--- config.mk ---
export PLATFORM = sky130hd
export DESIGN_NAME = positional_stack_edit_core
export DESIGN_NICKNAME = d
export VERILOG_FILES = /design/src/rtl/pse_pkg.sv /design/src/rtl/pse_cell.sv /design/src/rtl/positional_stack_edit_core.sv
export SDC_FILE = /design/constraint.sdc
export NUM_CORES = 2
export LEC_CHECK = 0
export BUFFER_PORTS_ARGS = -buffer_cell sky130_fd_sc_hd__clkbuf_2
export CORE_ASPECT_RATIO = 0.8
export CORE_MARGIN = 3
export CORE_UTILIZATION = 35
export CTS_CLUSTER_DIAMETER = 150
export DETAILED_ROUTE_END_ITERATION = 8
export GPL_TIMING_DRIVEN = 0
export PLACE_DENSITY = 0.47
export REMOVE_ABC_BUFFERS = 1
export SYNTH_ARGS = -nofsm -noshare
export SYNTH_HDL_FRONTEND = slang
export SYNTH_SLANG_ARGS = --single-unit
--- constraint.sdc ---
create_clock -name i_clk -period 7 [get_ports i_clk]
set_input_delay 0 -clock i_clk [delete_from_list [all_inputs] [get_ports i_clk]]
set_output_delay 0 -clock i_clk [all_outputs]
set_load 0.1 [all_outputs]
--- src/rtl/pse_pkg.sv ---
// ----------------------------------------------------------------------------
// pse_pkg
// shared types and codes for the positional stack edit core
// ----------------------------------------------------------------------------
package pse_pkg;

    // default and largest supported stack depth
    localparam int DEPTH_DEF = 16;
    localparam int DEPTH_MAX = 4096;

    // widest cell index carried on the broadcast control
    localparam int IDX_W = $clog2(DEPTH_MAX);

    localparam int WORD_W = 32;
    localparam int MODE_W = 3;
    localparam int STAT_W = 2;

    typedef enum logic [MODE_W-1:0] {
        M_PUSH   = 3'd0,
        M_POP    = 3'd1,
        M_DELETE = 3'd2,
        M_INSERT = 3'd3,
        M_READ   = 3'd4,
        M_CLEAR  = 3'd5
    } t_mode;

    typedef enum logic [STAT_W-1:0] {
        ST_OK    = 2'd0,
        ST_EMPTY = 2'd1,
        ST_BAD   = 2'd2,
        ST_FULL  = 2'd3
    } t_status;

    // what every cell does this cycle
    typedef enum logic [1:0] {
        SH_HOLD = 2'd0,  // keep own word
        SH_LOAD = 2'd1,  // cell at 'at' takes the new word
        SH_DOWN = 2'd2,  // cells from 'at' upward take the upper neighbour
        SH_UP   = 2'd3   // cells above 'at' take the lower neighbour, 'at' takes the word
    } t_shift;

    typedef struct packed {
        t_shift             kind;
        logic [IDX_W-1:0]   at;
        logic [IDX_W-1:0]   sel;
        logic [WORD_W-1:0]  word;
    } t_cell_ctl;

endpackage

--- src/rtl/pse_cell.sv ---
// ----------------------------------------------------------------------------
// pse_cell
// one stack entry: holds a word and trades it with its neighbours
// ----------------------------------------------------------------------------
module pse_cell #(
    parameter int INDEX = 0
) (
    input  logic                        i_clk,
    input  pse_pkg::t_cell_ctl          i_ctl,
    input  logic [pse_pkg::WORD_W-1:0]  i_from_up,
    input  logic [pse_pkg::WORD_W-1:0]  i_from_down,
    output logic [pse_pkg::WORD_W-1:0]  o_data,
    output logic [pse_pkg::WORD_W-1:0]  o_tap
);

    localparam int XW = pse_pkg::IDX_W;
    localparam logic [XW-1:0] MY_IDX = XW'(INDEX);

    logic [pse_pkg::WORD_W-1:0] r_data;
    logic [pse_pkg::WORD_W-1:0] n_data;

    always_comb begin
        n_data = r_data;
        case (i_ctl.kind)
            pse_pkg::SH_LOAD: begin
                if (MY_IDX == i_ctl.at) begin
                    n_data = i_ctl.word;
                end
            end
            pse_pkg::SH_DOWN: begin
                if (MY_IDX >= i_ctl.at) begin
                    n_data = i_from_up;
                end
            end
            pse_pkg::SH_UP: begin
                if (MY_IDX > i_ctl.at) begin
                    n_data = i_from_down;
                end else if (MY_IDX == i_ctl.at) begin
                    n_data = i_ctl.word;
                end
            end
            default: begin
                n_data = r_data;
            end
        endcase
    end

    always_ff @(posedge i_clk) begin
        r_data <= n_data;
    end

    assign o_data = r_data;
    assign o_tap  = (MY_IDX == i_ctl.sel) ? r_data : '0;

endmodule

--- src/rtl/positional_stack_edit_core.sv ---
// ----------------------------------------------------------------------------
// positional_stack_edit_core
// bounded stack of signed words with positional insert, run delete and read
// ----------------------------------------------------------------------------
// The stack lives in a row of DEPTH identical cells, cell 0 holding position 1.
// Every input transfer carries one operation and yields exactly one result
// transfer with the word read (popped or read, else 0), a status and the new
// fill count. Push, pop, read, insert, clear and every rejected operation do
// their work in the cycle of the input transfer: insert moves the entries from
// the position upward up by one place in that same cycle. A run delete of count
// entries shifts the upper cells down one place per cycle, the first step in
// the transfer cycle, so it occupies the cell row until the run is gone (count
// up to DEPTH); the input side is not ready during that time. A result passes
// a pending register and then the output register; a new input transfer is
// taken as soon as the pending register is free, even while a result still
// waits at the output. A new operation is thus taken only once the result of
// the last one has left the pending register.
// ----------------------------------------------------------------------------
module positional_stack_edit_core #(
    parameter int DEPTH = pse_pkg::DEPTH_DEF,
    // derived, not meant to be overridden
    parameter int CW    = $clog2(DEPTH + 1),
    parameter int IN_W  = ((pse_pkg::MODE_W + 2 * CW + pse_pkg::WORD_W + 7) / 8) * 8,
    parameter int OUT_W = ((pse_pkg::WORD_W + pse_pkg::STAT_W + CW + 7) / 8) * 8
) (
    input  logic             i_clk,
    input  logic             i_rst_n,

    input  logic             s_axis_tvalid,
    output logic             s_axis_tready,
    // mode, position, count, value (lowest bit first), zero padded
    input  logic [IN_W-1:0]  s_axis_tdata,

    output logic             m_axis_tvalid,
    input  logic             m_axis_tready,
    // read_value, status, fill_count (lowest bit first), zero padded
    output logic [OUT_W-1:0] m_axis_tdata
);

    localparam int WW  = pse_pkg::WORD_W;
    localparam int SW  = pse_pkg::STAT_W;
    localparam int MW  = pse_pkg::MODE_W;
    localparam int XW  = pse_pkg::IDX_W;
    localparam int IW  = $clog2(DEPTH);

    // input field offsets
    localparam int POS_LO = MW;
    localparam int CNT_LO = MW + CW;
    localparam int VAL_LO = MW + 2 * CW;
    localparam int RES_W  = WW + SW + CW;

    localparam logic [CW-1:0] FULL_N = CW'(DEPTH);
    localparam logic [CW-1:0] ONE_N  = CW'(1);

    typedef enum logic {
        S_IDLE,
        S_SHIFT
    } t_state;

    // input field split
    pse_pkg::t_mode     in_mode;
    logic [CW-1:0]      in_pos;
    logic [CW-1:0]      in_cnt;
    logic [WW-1:0]      in_word;

    // registers
    t_state             r_state;
    logic [CW-1:0]      r_count;
    logic [CW-1:0]      r_left;
    logic [IW-1:0]      r_at;
    logic               r_pend_valid;
    logic [WW-1:0]      r_pend_rv;
    pse_pkg::t_status   r_pend_st;
    logic [CW-1:0]      r_pend_fill;
    logic               r_o_valid;
    logic [RES_W-1:0]   r_o_data;

    // decode of the offered item
    logic [WW-1:0]      d_rv;
    pse_pkg::t_status   d_st;
    logic [CW-1:0]      d_fill;
    pse_pkg::t_shift    d_kind;
    logic [IW-1:0]      d_at;
    logic [CW-1:0]      d_left;
    logic [IW-1:0]      d_sel;

    logic               in_xfer;
    logic               out_free;
    logic [WW-1:0]      rd_word;
    logic [CW:0]        run_end;

    pse_pkg::t_cell_ctl cell_ctl;
    logic [WW-1:0]      cell_data [DEPTH];
    logic [WW-1:0]      cell_tap  [DEPTH];

    assign in_mode = pse_pkg::t_mode'(s_axis_tdata[MW-1:0]);
    assign in_pos  = s_axis_tdata[POS_LO +: CW];
    assign in_cnt  = s_axis_tdata[CNT_LO +: CW];
    assign in_word = s_axis_tdata[VAL_LO +: WW];

    // input taken only while the row is free and a pending slot is open
    assign s_axis_tready = (r_state == S_IDLE) && !r_pend_valid;
    assign in_xfer       = s_axis_tvalid && s_axis_tready;
    assign out_free      = !r_o_valid || m_axis_tready;

    // one past the last entry of a delete run
    assign run_end = {1'b0, in_pos} + {1'b0, in_cnt};

    // pop looks at the top entry, read at the given position
    always_comb begin
        if (in_mode == pse_pkg::M_POP) begin
            d_sel = IW'(r_count - ONE_N);
        end else begin
            d_sel = IW'(in_pos - ONE_N);
        end
    end

    // and-or over the cell taps, only the selected cell drives
    always_comb begin
        rd_word = '0;
        for (int k = 0; k < DEPTH; k++) begin
            rd_word = rd_word | cell_tap[k];
        end
    end

    // operation decode against the current fill
    always_comb begin
        d_rv   = '0;
        d_st   = pse_pkg::ST_OK;
        d_fill = r_count;
        d_kind = pse_pkg::SH_HOLD;
        d_at   = '0;
        d_left = '0;
        case (in_mode)
            pse_pkg::M_PUSH: begin
                if (r_count >= FULL_N) begin
                    d_st = pse_pkg::ST_FULL;
                end else begin
                    d_kind = pse_pkg::SH_LOAD;
                    d_at   = IW'(r_count);
                    d_fill = r_count + ONE_N;
                end
            end
            pse_pkg::M_POP: begin
                if (r_count == '0) begin
                    d_st = pse_pkg::ST_EMPTY;
                end else begin
                    d_rv   = rd_word;
                    d_fill = r_count - ONE_N;
                end
            end
            pse_pkg::M_DELETE: begin
                if (r_count == '0) begin
                    d_st = pse_pkg::ST_EMPTY;
                end else if (in_pos == '0 || run_end > ({1'b0, r_count} + (CW+1)'(1))) begin
                    d_st = pse_pkg::ST_BAD;
                end else begin
                    d_fill = r_count - in_cnt;
                    if (in_cnt != '0) begin
                        // first shift step happens in the transfer cycle
                        d_kind = pse_pkg::SH_DOWN;
                        d_at   = IW'(in_pos - ONE_N);
                        d_left = in_cnt - ONE_N;
                    end
                end
            end
            pse_pkg::M_INSERT: begin
                if (r_count == '0) begin
                    d_st = pse_pkg::ST_EMPTY;
                end else if (in_pos == '0 || in_pos > r_count) begin
                    d_st = pse_pkg::ST_BAD;
                end else if (r_count >= FULL_N) begin
                    d_st = pse_pkg::ST_FULL;
                end else begin
                    d_kind = pse_pkg::SH_UP;
                    d_at   = IW'(in_pos - ONE_N);
                    d_fill = r_count + ONE_N;
                end
            end
            pse_pkg::M_READ: begin
                if (r_count == '0) begin
                    d_st = pse_pkg::ST_EMPTY;
                end else if (in_pos == '0 || in_pos > r_count) begin
                    d_st = pse_pkg::ST_BAD;
                end else begin
                    d_rv = rd_word;
                end
            end
            pse_pkg::M_CLEAR: begin
                d_fill = '0;
            end
            default: begin
                d_st = pse_pkg::ST_BAD;
            end
        endcase
    end

    // broadcast to the cell row
    always_comb begin
        cell_ctl.sel  = XW'(d_sel);
        cell_ctl.word = in_word;
        if (in_xfer) begin
            cell_ctl.kind = d_kind;
            cell_ctl.at   = XW'(d_at);
        end else if (r_state == S_SHIFT) begin
            cell_ctl.kind = pse_pkg::SH_DOWN;
            cell_ctl.at   = XW'(r_at);
        end else begin
            cell_ctl.kind = pse_pkg::SH_HOLD;
            cell_ctl.at   = '0;
        end
    end

    // the cell row; ends see zero, never kept inside the fill
    for (genvar g = 0; g < DEPTH; g++) begin : g_cell
        logic [WW-1:0] from_up;
        logic [WW-1:0] from_down;

        if (g == DEPTH - 1) begin : g_top
            assign from_up = '0;
        end else begin : g_mid_up
            assign from_up = cell_data[g + 1];
        end

        if (g == 0) begin : g_bot
            assign from_down = '0;
        end else begin : g_mid_down
            assign from_down = cell_data[g - 1];
        end

        pse_cell #(
            .INDEX (g)
        ) u_cell (
            .i_clk       (i_clk),
            .i_ctl       (cell_ctl),
            .i_from_up   (from_up),
            .i_from_down (from_down),
            .o_data      (cell_data[g]),
            .o_tap       (cell_tap[g])
        );
    end

    // sequencer, pending slot and output register
    always_ff @(posedge i_clk) begin
        if (!i_rst_n) begin
            r_state      <= S_IDLE;
            r_count      <= '0;
            r_left       <= '0;
            r_at         <= '0;
            r_pend_valid <= 1'b0;
            r_o_valid    <= 1'b0;
        end else begin
            // pending result moves to the output when it is free
            if (r_pend_valid && out_free) begin
                r_o_data     <= {r_pend_fill, r_pend_st, r_pend_rv};
                r_o_valid    <= 1'b1;
                r_pend_valid <= 1'b0;
            end else if (m_axis_tready) begin
                r_o_valid    <= 1'b0;
            end

            case (r_state)
                S_IDLE: begin
                    if (in_xfer) begin
                        r_pend_rv   <= d_rv;
                        r_pend_st   <= d_st;
                        r_pend_fill <= d_fill;
                        r_count     <= d_fill;
                        if (d_kind == pse_pkg::SH_DOWN && d_left != '0) begin
                            r_state <= S_SHIFT;
                            r_left  <= d_left;
                            r_at    <= d_at;
                        end else begin
                            r_pend_valid <= 1'b1;
                        end
                    end
                end
                S_SHIFT: begin
                    // one place down per cycle until the run is gone
                    r_left <= r_left - ONE_N;
                    if (r_left == ONE_N) begin
                        r_state      <= S_IDLE;
                        r_pend_valid <= 1'b1;
                    end
                end
                default: begin
                    r_state <= S_IDLE;
                end
            endcase
        end
    end

    assign m_axis_tvalid = r_o_valid;
    assign m_axis_tdata  = OUT_W'(r_o_data);

endmodule
## Yosys cells after proc, flatten, opt, wreduce, memory -nomap -nowiden

Cells that the tools add are included.

| operators by class | value |
|---|---|
| reduce and logical (&&, ||, !) cells | 39 |
| bitwise gates (word level) | 16 |
| $lt $le $gt $ge | 35 |
| eq/ne operators | 58 |
| add/subtract/negate cells | 8 |
| multiplexer cells | 137 |

Operators by type and width:

| operator | number |
|---|---|
| 32-bit 2-to-1 mux | 67 |
| 32-bit case mux with 3 select lines | 16 |
| 32-bit bitwise OR | 15 |
| 4-bit by 12-bit == test with 1-bit output (first input constant) | 8 |
| 4-bit by 12-bit greater-or-equal comparator with 1-bit output (first input constant) | 8 |
| 4-bit by 12-bit > comparator with 1-bit output (first input constant) | 8 |
| 32-bit case mux with 2 select lines | 1 |
| 5-bit 2-to-1 mux | 12 |
| 3-bit by 12-bit == test with 1-bit output (first input constant) | 4 |
| 3-bit by 12-bit greater-or-equal comparator with 1-bit output (first input constant) | 4 |
| 3-bit by 12-bit > comparator with 1-bit output (first input constant) | 4 |
| 2-bit AND reduction | 19 |
| 2-bit by 1-bit inequality test with 1-bit output (second input constant) | 17 |
| 4-bit == test (first input constant) | 8 |
| 4-bit 2-to-1 mux | 8 |
| 14-bit 2-to-1 mux | 2 |
| 2-bit 2-to-1 mux | 13 |
| 5-bit case mux with 5 select lines | 1 |
| 2-bit by 12-bit == test with 1-bit output (first input constant) | 2 |
| 1-bit by 12-bit greater-or-equal comparator with 1-bit output (first input constant) | 2 |
| 2-bit by 12-bit greater-or-equal comparator with 1-bit output (first input constant) | 2 |
| 1-bit by 12-bit > comparator with 1-bit output (first input constant) | 2 |
| 2-bit by 12-bit > comparator with 1-bit output (first input constant) | 2 |
| 12-bit logical NOT | 2 |
| 36 further kinds | 66 |

| word-level totals | value |
|---|---|
| logic and storage cells | 319 |
| bits in registers | 607 |

## Depth between registers and ports, before layout

| logic depth | value |
|---|---|
| depth in word-level cells | 22 |
| depth in mapped cells | 20 |
| gate-level depth less buffers | 16 |

## Modules after synthesis

A second synthesis with hierarchy kept.

| second synthesis, totals | value |
|---|---|
| cells, all modules | 3971 |
| area total of the unflattened synthesis | 42708.5 sq um |

Modules (own cells, without submodules):

| module | seq. area each (sq um) | cells each | instances | area an instance (sq um) |
|---|---|---|---|---|
| positional_stack_edit_core | 2682.6 | 605 | 1 | 6147.1 |
| pse_cell at g_cell[13].u_cell | 960.9 | 225 | 1 | 2456.1 |
| pse_cell at g_cell[7].u_cell | 960.9 | 224 | 1 | 2453.6 |
| pse_cell at g_cell[5].u_cell | 960.9 | 224 | 1 | 2416.1 |
| pse_cell at g_cell[9].u_cell | 960.9 | 225 | 1 | 2403.6 |
| pse_cell at g_cell[10].u_cell | 960.9 | 225 | 1 | 2374.8 |
| pse_cell at g_cell[11].u_cell | 960.9 | 230 | 1 | 2329.7 |
| pse_cell at g_cell[12].u_cell | 960.9 | 193 | 1 | 2324.7 |
| pse_cell at g_cell[1].u_cell | 960.9 | 193 | 1 | 2304.7 |
| pse_cell at g_cell[3].u_cell | 960.9 | 229 | 1 | 2299.7 |
| pse_cell at g_cell[6].u_cell | 960.9 | 195 | 1 | 2235.9 |
| pse_cell at g_cell[0].u_cell | 960.9 | 235 | 1 | 2223.4 |
| pse_cell at g_cell[4].u_cell | 960.9 | 192 | 1 | 2218.4 |
| pse_cell at g_cell[2].u_cell | 960.9 | 196 | 1 | 2173.3 |
| 3 more rows | -- | -- | -- | -- |

## Worst setup path before layout

Ideal clock, no wire load.

| timing | value |
|---|---|
| path type | flip-flop to flip-flop |
| start point | register r_count[0] |
| end point | register g_cell[5].u_cell.r_data (netlist bit g_cell[5].u_cell.o_data[0]), enable pin |
| path buffers | 3 |
| setup slack | 1.271 ns |
| library setup time | 0.466 ns |
| period minus slack after synthesis | 5.729 ns |
| arrival | 5.263 ns |
| stages on the path, launching flop included | 15 |
| cell sequence | dfxtp_1 -> clkbuf_1 -> inv_1 -> ha_1 -> inv_1 -> ha_1 -> nand2b_1 -> a21oi_1 -> o32ai_1 -> a22oi_2 -> buf_6 -> o21ai_4 -> buf_4 -> nand2_1 -> o21ai_0 |

| between the ends | value |
|---|---|
| word-level cells in the longest chain between the ends | 10 |
| elaborated cells between the ends (all ways) | 29 |

RTL lines:

| what | line | text |
|---|---|---|
| start, declared | positional_stack_edit_core.sv:68 | `logic [CW-1:0] r_count;` |
| start signal, assigned | positional_stack_edit_core.sv:268 | `r_count <= d_fill;` |
| 5-bit by 1-bit adder with 6-bit output | positional_stack_edit_core.sv:155 | `end else if (in_pos == '0 \|\| run_end > ({1'b0, r_count} + (CW+1)'(1))) begin` |
| 6-bit > comparator | positional_stack_edit_core.sv:155 |  |
| 1-bit logical OR | positional_stack_edit_core.sv:155 |  |
| 4-bit 2-to-1 mux or 2-bit 2-to-1 mux (tied branches) | positional_stack_edit_core.sv:155 |  |
| 4-bit 2-to-1 mux or 2-bit 2-to-1 mux (tied branches) | positional_stack_edit_core.sv:153 | `if (r_count == '0) begin` |
| 4-bit case mux with 3 select lines or 2-bit case mux with 3 select lines (tied branches) | positional_stack_edit_core.sv:134 | `case (in_mode)` |
| 14-bit 2-to-1 mux * | positional_stack_edit_core.sv:202 | `if (in_xfer) begin` |
| 3-bit by 12-bit greater-or-equal comparator with 1-bit output (tied with other cells) | pse_cell.sv:31 | `if (MY_IDX >= i_ctl.at) begin` |
| 2-bit by 1-bit inequality test with 1-bit output (no source line) or 3-bit nonzero test (tied branches) | -- |  |
| 2-bit AND reduction (no source line) * | -- |  |
| end signal, assigned | pse_cell.sv:49 | `r_data <= n_data;` |
| end, declared | pse_cell.sv:19 | `logic [pse_pkg::WORD_W-1:0] r_data;` |

Every way passes the cells marked *; elsewhere a longest branch is shown, timed or not.
A chain may end at the register's enable or synchronous reset.

## Worst setup path after layout

| timing | value |
|---|---|
| start point | register r_count[0] |
| end point | register g_cell[5].u_cell.r_data (netlist bit g_cell[5].u_cell.o_data[16]) (data pin) |

| between the ends | value |
|---|---|
| word-level cells in the longest chain between the ends | 11 |
| elaborated cells between the ends (all ways) | 30 |

RTL lines:

| what | line | text |
|---|---|---|
| 5-bit by 1-bit adder with 6-bit output | positional_stack_edit_core.sv:155 |  |
| 6-bit > comparator | positional_stack_edit_core.sv:155 |  |
| 1-bit logical OR | positional_stack_edit_core.sv:155 |  |
| 4-bit 2-to-1 mux | positional_stack_edit_core.sv:155 |  |
| 4-bit 2-to-1 mux | positional_stack_edit_core.sv:153 |  |
| 4-bit case mux with 3 select lines | positional_stack_edit_core.sv:134 |  |
| 14-bit 2-to-1 mux * | positional_stack_edit_core.sv:202 |  |
| parallel branches: the longest is 3 deep, another holds 3-bit by 12-bit > comparator with 1-bit output | -- |  |
| 32-bit case mux with 3 select lines * | pse_cell.sv:24 | `case (i_ctl.kind)` |
| net g_cell[5].u_cell.n_data (one bit) | pse_cell.sv:20 | `logic [pse_pkg::WORD_W-1:0] n_data;` |

Mark *: on every way through the listed nets, which the timed path passes.

==> flow_summary.ini <==
[setup_path]
worst_setup_path_start_kind = flip-flop
cp_num_buf_inv = 7
crit_path_cell_trace = inv_1 > ha_1 > inv_1 > ha_1 > nand2b_1 > a21oi_1 > o32ai_2 > a22oi_2 > nand2_4 > buf_16 > buf_16 > buf_16 > nand2_2 > buf_12 > o21ai_4 > buf_16 > a2bb2oi_1
crit_top_cell = buf_16
endpoint_kind = flip-flop
path_class = reg2reg
path_max_fanout = 51
cp_slowest_cell = a22oi_2
cpPeakStageDelay_ns = 0.80
crit_required_ns = 7.37
arrival_ns = 6.94
crit_family = buffers and inverters

[timing]
period_share_pct = 93.8
fin_crit_ns = 6.56
drv_slew = 0
finalHoldViolations = 0
setup_viol = 0
finalSetupTns_ns = 0
rsz0062_at_grt = false
max_slew.worst_pin.slew_ns = 1.29
max_clock_freq_mhz = 152
finalClockSkew_ns = 0.0261
slew_headroom_pct = 13.3

[placement]
placed_cells = 4695
dp_hpwl_um = 119000
io_buffers = 89
gp_congestion = 0.879

[die]
die_x_um = 365
fp.dieH_um = 293
io-pin-count = 94
core.rowCount = 104
start_util_pct = 35.6
die-area_sq_um = 107000
core-area_sq_um = 101000

[clock_network]
cts_sinks = 607
cts_inserted_buffers = 70
clk_path_buf_depth = 3
htreeDepth = 3
post-cts-setup-buffer-count = 0
insertion_delay_ns = 0.64
clk_pin_slew_worst_paths_ns = 0.07
root_buffer = clkbuf_16
cts_tree = done

[routing]
num_vias = 35424
drt_iter0_markers = 6721
drt_first_pass_iters = 9
wire_per_inst_um = 38.2
drt-vias-per-instance = 7.28
antenna_left = 0
totalWireLength_um = 186000
remaining_drc_errors = 0

[power]
p_leak_nw = 15.3
p_per_area_nw_per_um2 = 223
irDropWorstVdd_mv = 0.169
p_total_mw = 9.69

[grt]
grtUsageMet2_pct = 47.8
grt_pass1_wl_um = 258000
first_global_vias = 33866
grt_antenna_before_repair = 6
met3_usage_pct = 12.3
grt_max_degree = 52
grt.total_usage_pct = 33.5
met1_usage_pct = 43.7
grt.busiest_layer = met2
grt_overflow_total = 0

[run_status]
status = completed

[synth]
synth_top_area_share_pct = 49.0
syn_area_sq_um = 36200
async_flop_share_pct = 0
syn-mean-instance-area_sq_um = 10.4
synth_warnings = 0
ys_types = 84
synth-seq-area-share_pct = 49.9
syn_inst = 3466
ys_ff_latch = 607
yosysTopAreaCell = edfxtp_1
yosysMostFrequentCell = edfxtp_1
ys_top_cells_by_count = edfxtp_1 (590), nand2_1 (497), a22oi_1 (320)
synth_edf_count = 590
ys.flop_type = edfxtp_1
synth_area_leaders = edfxtp_1 (49%), mux2i_1 (8.1%), a22oi_1 (6.6%)

[final_layout]
utilization_pct = 42.8
drive_above_1_share_pct = 13.4
seq_area_sq_um = 18100
nets = 3566
area_growth_syn_to_layout_pct = 20.1
n_fill_cell = 9316
multi_input_area_sq_um = 17100
layoutNonFillerInstCount = 4864

[worst_hold_path]
holdCritPathClass = in2reg

[run]
drv_cap = 0
[worst reg2reg max path: cells and delay by family, from the launching register on]
family | cells | cell delay, ns
DFF | 1 | 0.68
AOI/OAI and AO/OA | 5 | 1.57
adders and majority gates | 2 | 0.82
buffers and inverters | 7 | 1.98
and+or+nand+nor | 3 | 1.26
[cell usage in the layout (no fill, tap or decap), types with 64 or more instances in the layout]
master / n
mux2i_1: 292
buf_16: 66
clkbuf_2: 89
o22ai_1: 190
nand2_1: 471
clkbuf_16: 73
a221o_1: 64
a221oi_1: 73
a21oi_1: 158
a32oi_1: 128
a22oi_1: 320
o21ai_0: 284
edfxtp_1: 590
[per-stage QoR]
step | worst slack (ns) | instance area, sq um | hold slack, ns
after floorplan | -8.73 | 34600 | 0.117
after global placement | -39.20 | 36700 | 0.302
after detailed placement | -0.792 | 40800 | 0.334
after CTS | 0.240 | 43400 | 0.00265
after global routing | 0.211 | 43400 | 0.0459
final | 0.436 | 43400 | 0.0376
[final timing paths]
kind	startpoint	endpoint	slack (ns)	cells past startpoint
worst max-delay path	r_count[0]	g_cell[5].u_cell.o_data[16]	0.44	17
worst min-delay path	s_axis_tdata[28]	g_cell[6].u_cell.o_data[15]	0.04	3
worst max register to register	r_count[0]	g_cell[5].u_cell.o_data[16]	0.44	17
worst min register to register	r_pend_fill[3]	r_o_data[37]	0.42	0
[kinds of logic after synthesis]
group                    Yosys count  share of synthesized area [%]
AND/OR/NAND/NOR                  708                           8.54
XOR/XNOR                          16                          0.388
AO/OA/AOI/OAI                   1436                           27.3
flip-flops                       607                           49.9
adder cells (fa/ha/maj)           31                           1.11
buffers and inverters            373                           4.55
other                              1                         0.0104
multiplexers                     294                           8.15
[metal layers]
layer,vias to the layer above,wire [um]
met2,3337,76800
met4,6,12300
met1,17267,68700
met5,-,92
met3,861,27600
li1,13953,-
[final cells by class]
cell class                 count  share of cell area, %
tap                         1325                   3.82
antenna                        4                 0.0231
timing repair buffer         293                   9.99
multi-input combinational   2487                   39.3
clock inverter                37                  0.657
sequential                   607                   41.6
inverter                      24                  0.207
clock buffer                  87                   4.37
[repair_timing]
item                       in CTS  in global routing
resized for setup               1                  4
pin swaps                       1                  0
hold buffers                   40                  0
hold endpoints to repair      201                  0
setup endpoints to repair      85                101
cloned                          1                  0
[registers in the layout (all words and copies together) (netlist names)]
signal                count
r_state                   1
r_left                    5
r_pend_st                 2
r_o_data                 39
g_cell.u_cell.o_data    512
r_at                      4
m_axis_tvalid             1
r_pend_valid              1
r_pend_fill               5
r_count                   5
r_pend_rv                32
[report_power, final]
part / leakage (nW) / switching (mW) / internal (mW) / total, mW
clock network: 1.08 / 1.61 / 2.07 / 3.68
registers: 5.52 / 0.189 / 4.24 / 4.43
logic: 8.71 / 1.04 / 0.538 / 1.58
Power figures use the tool's default switching activity.
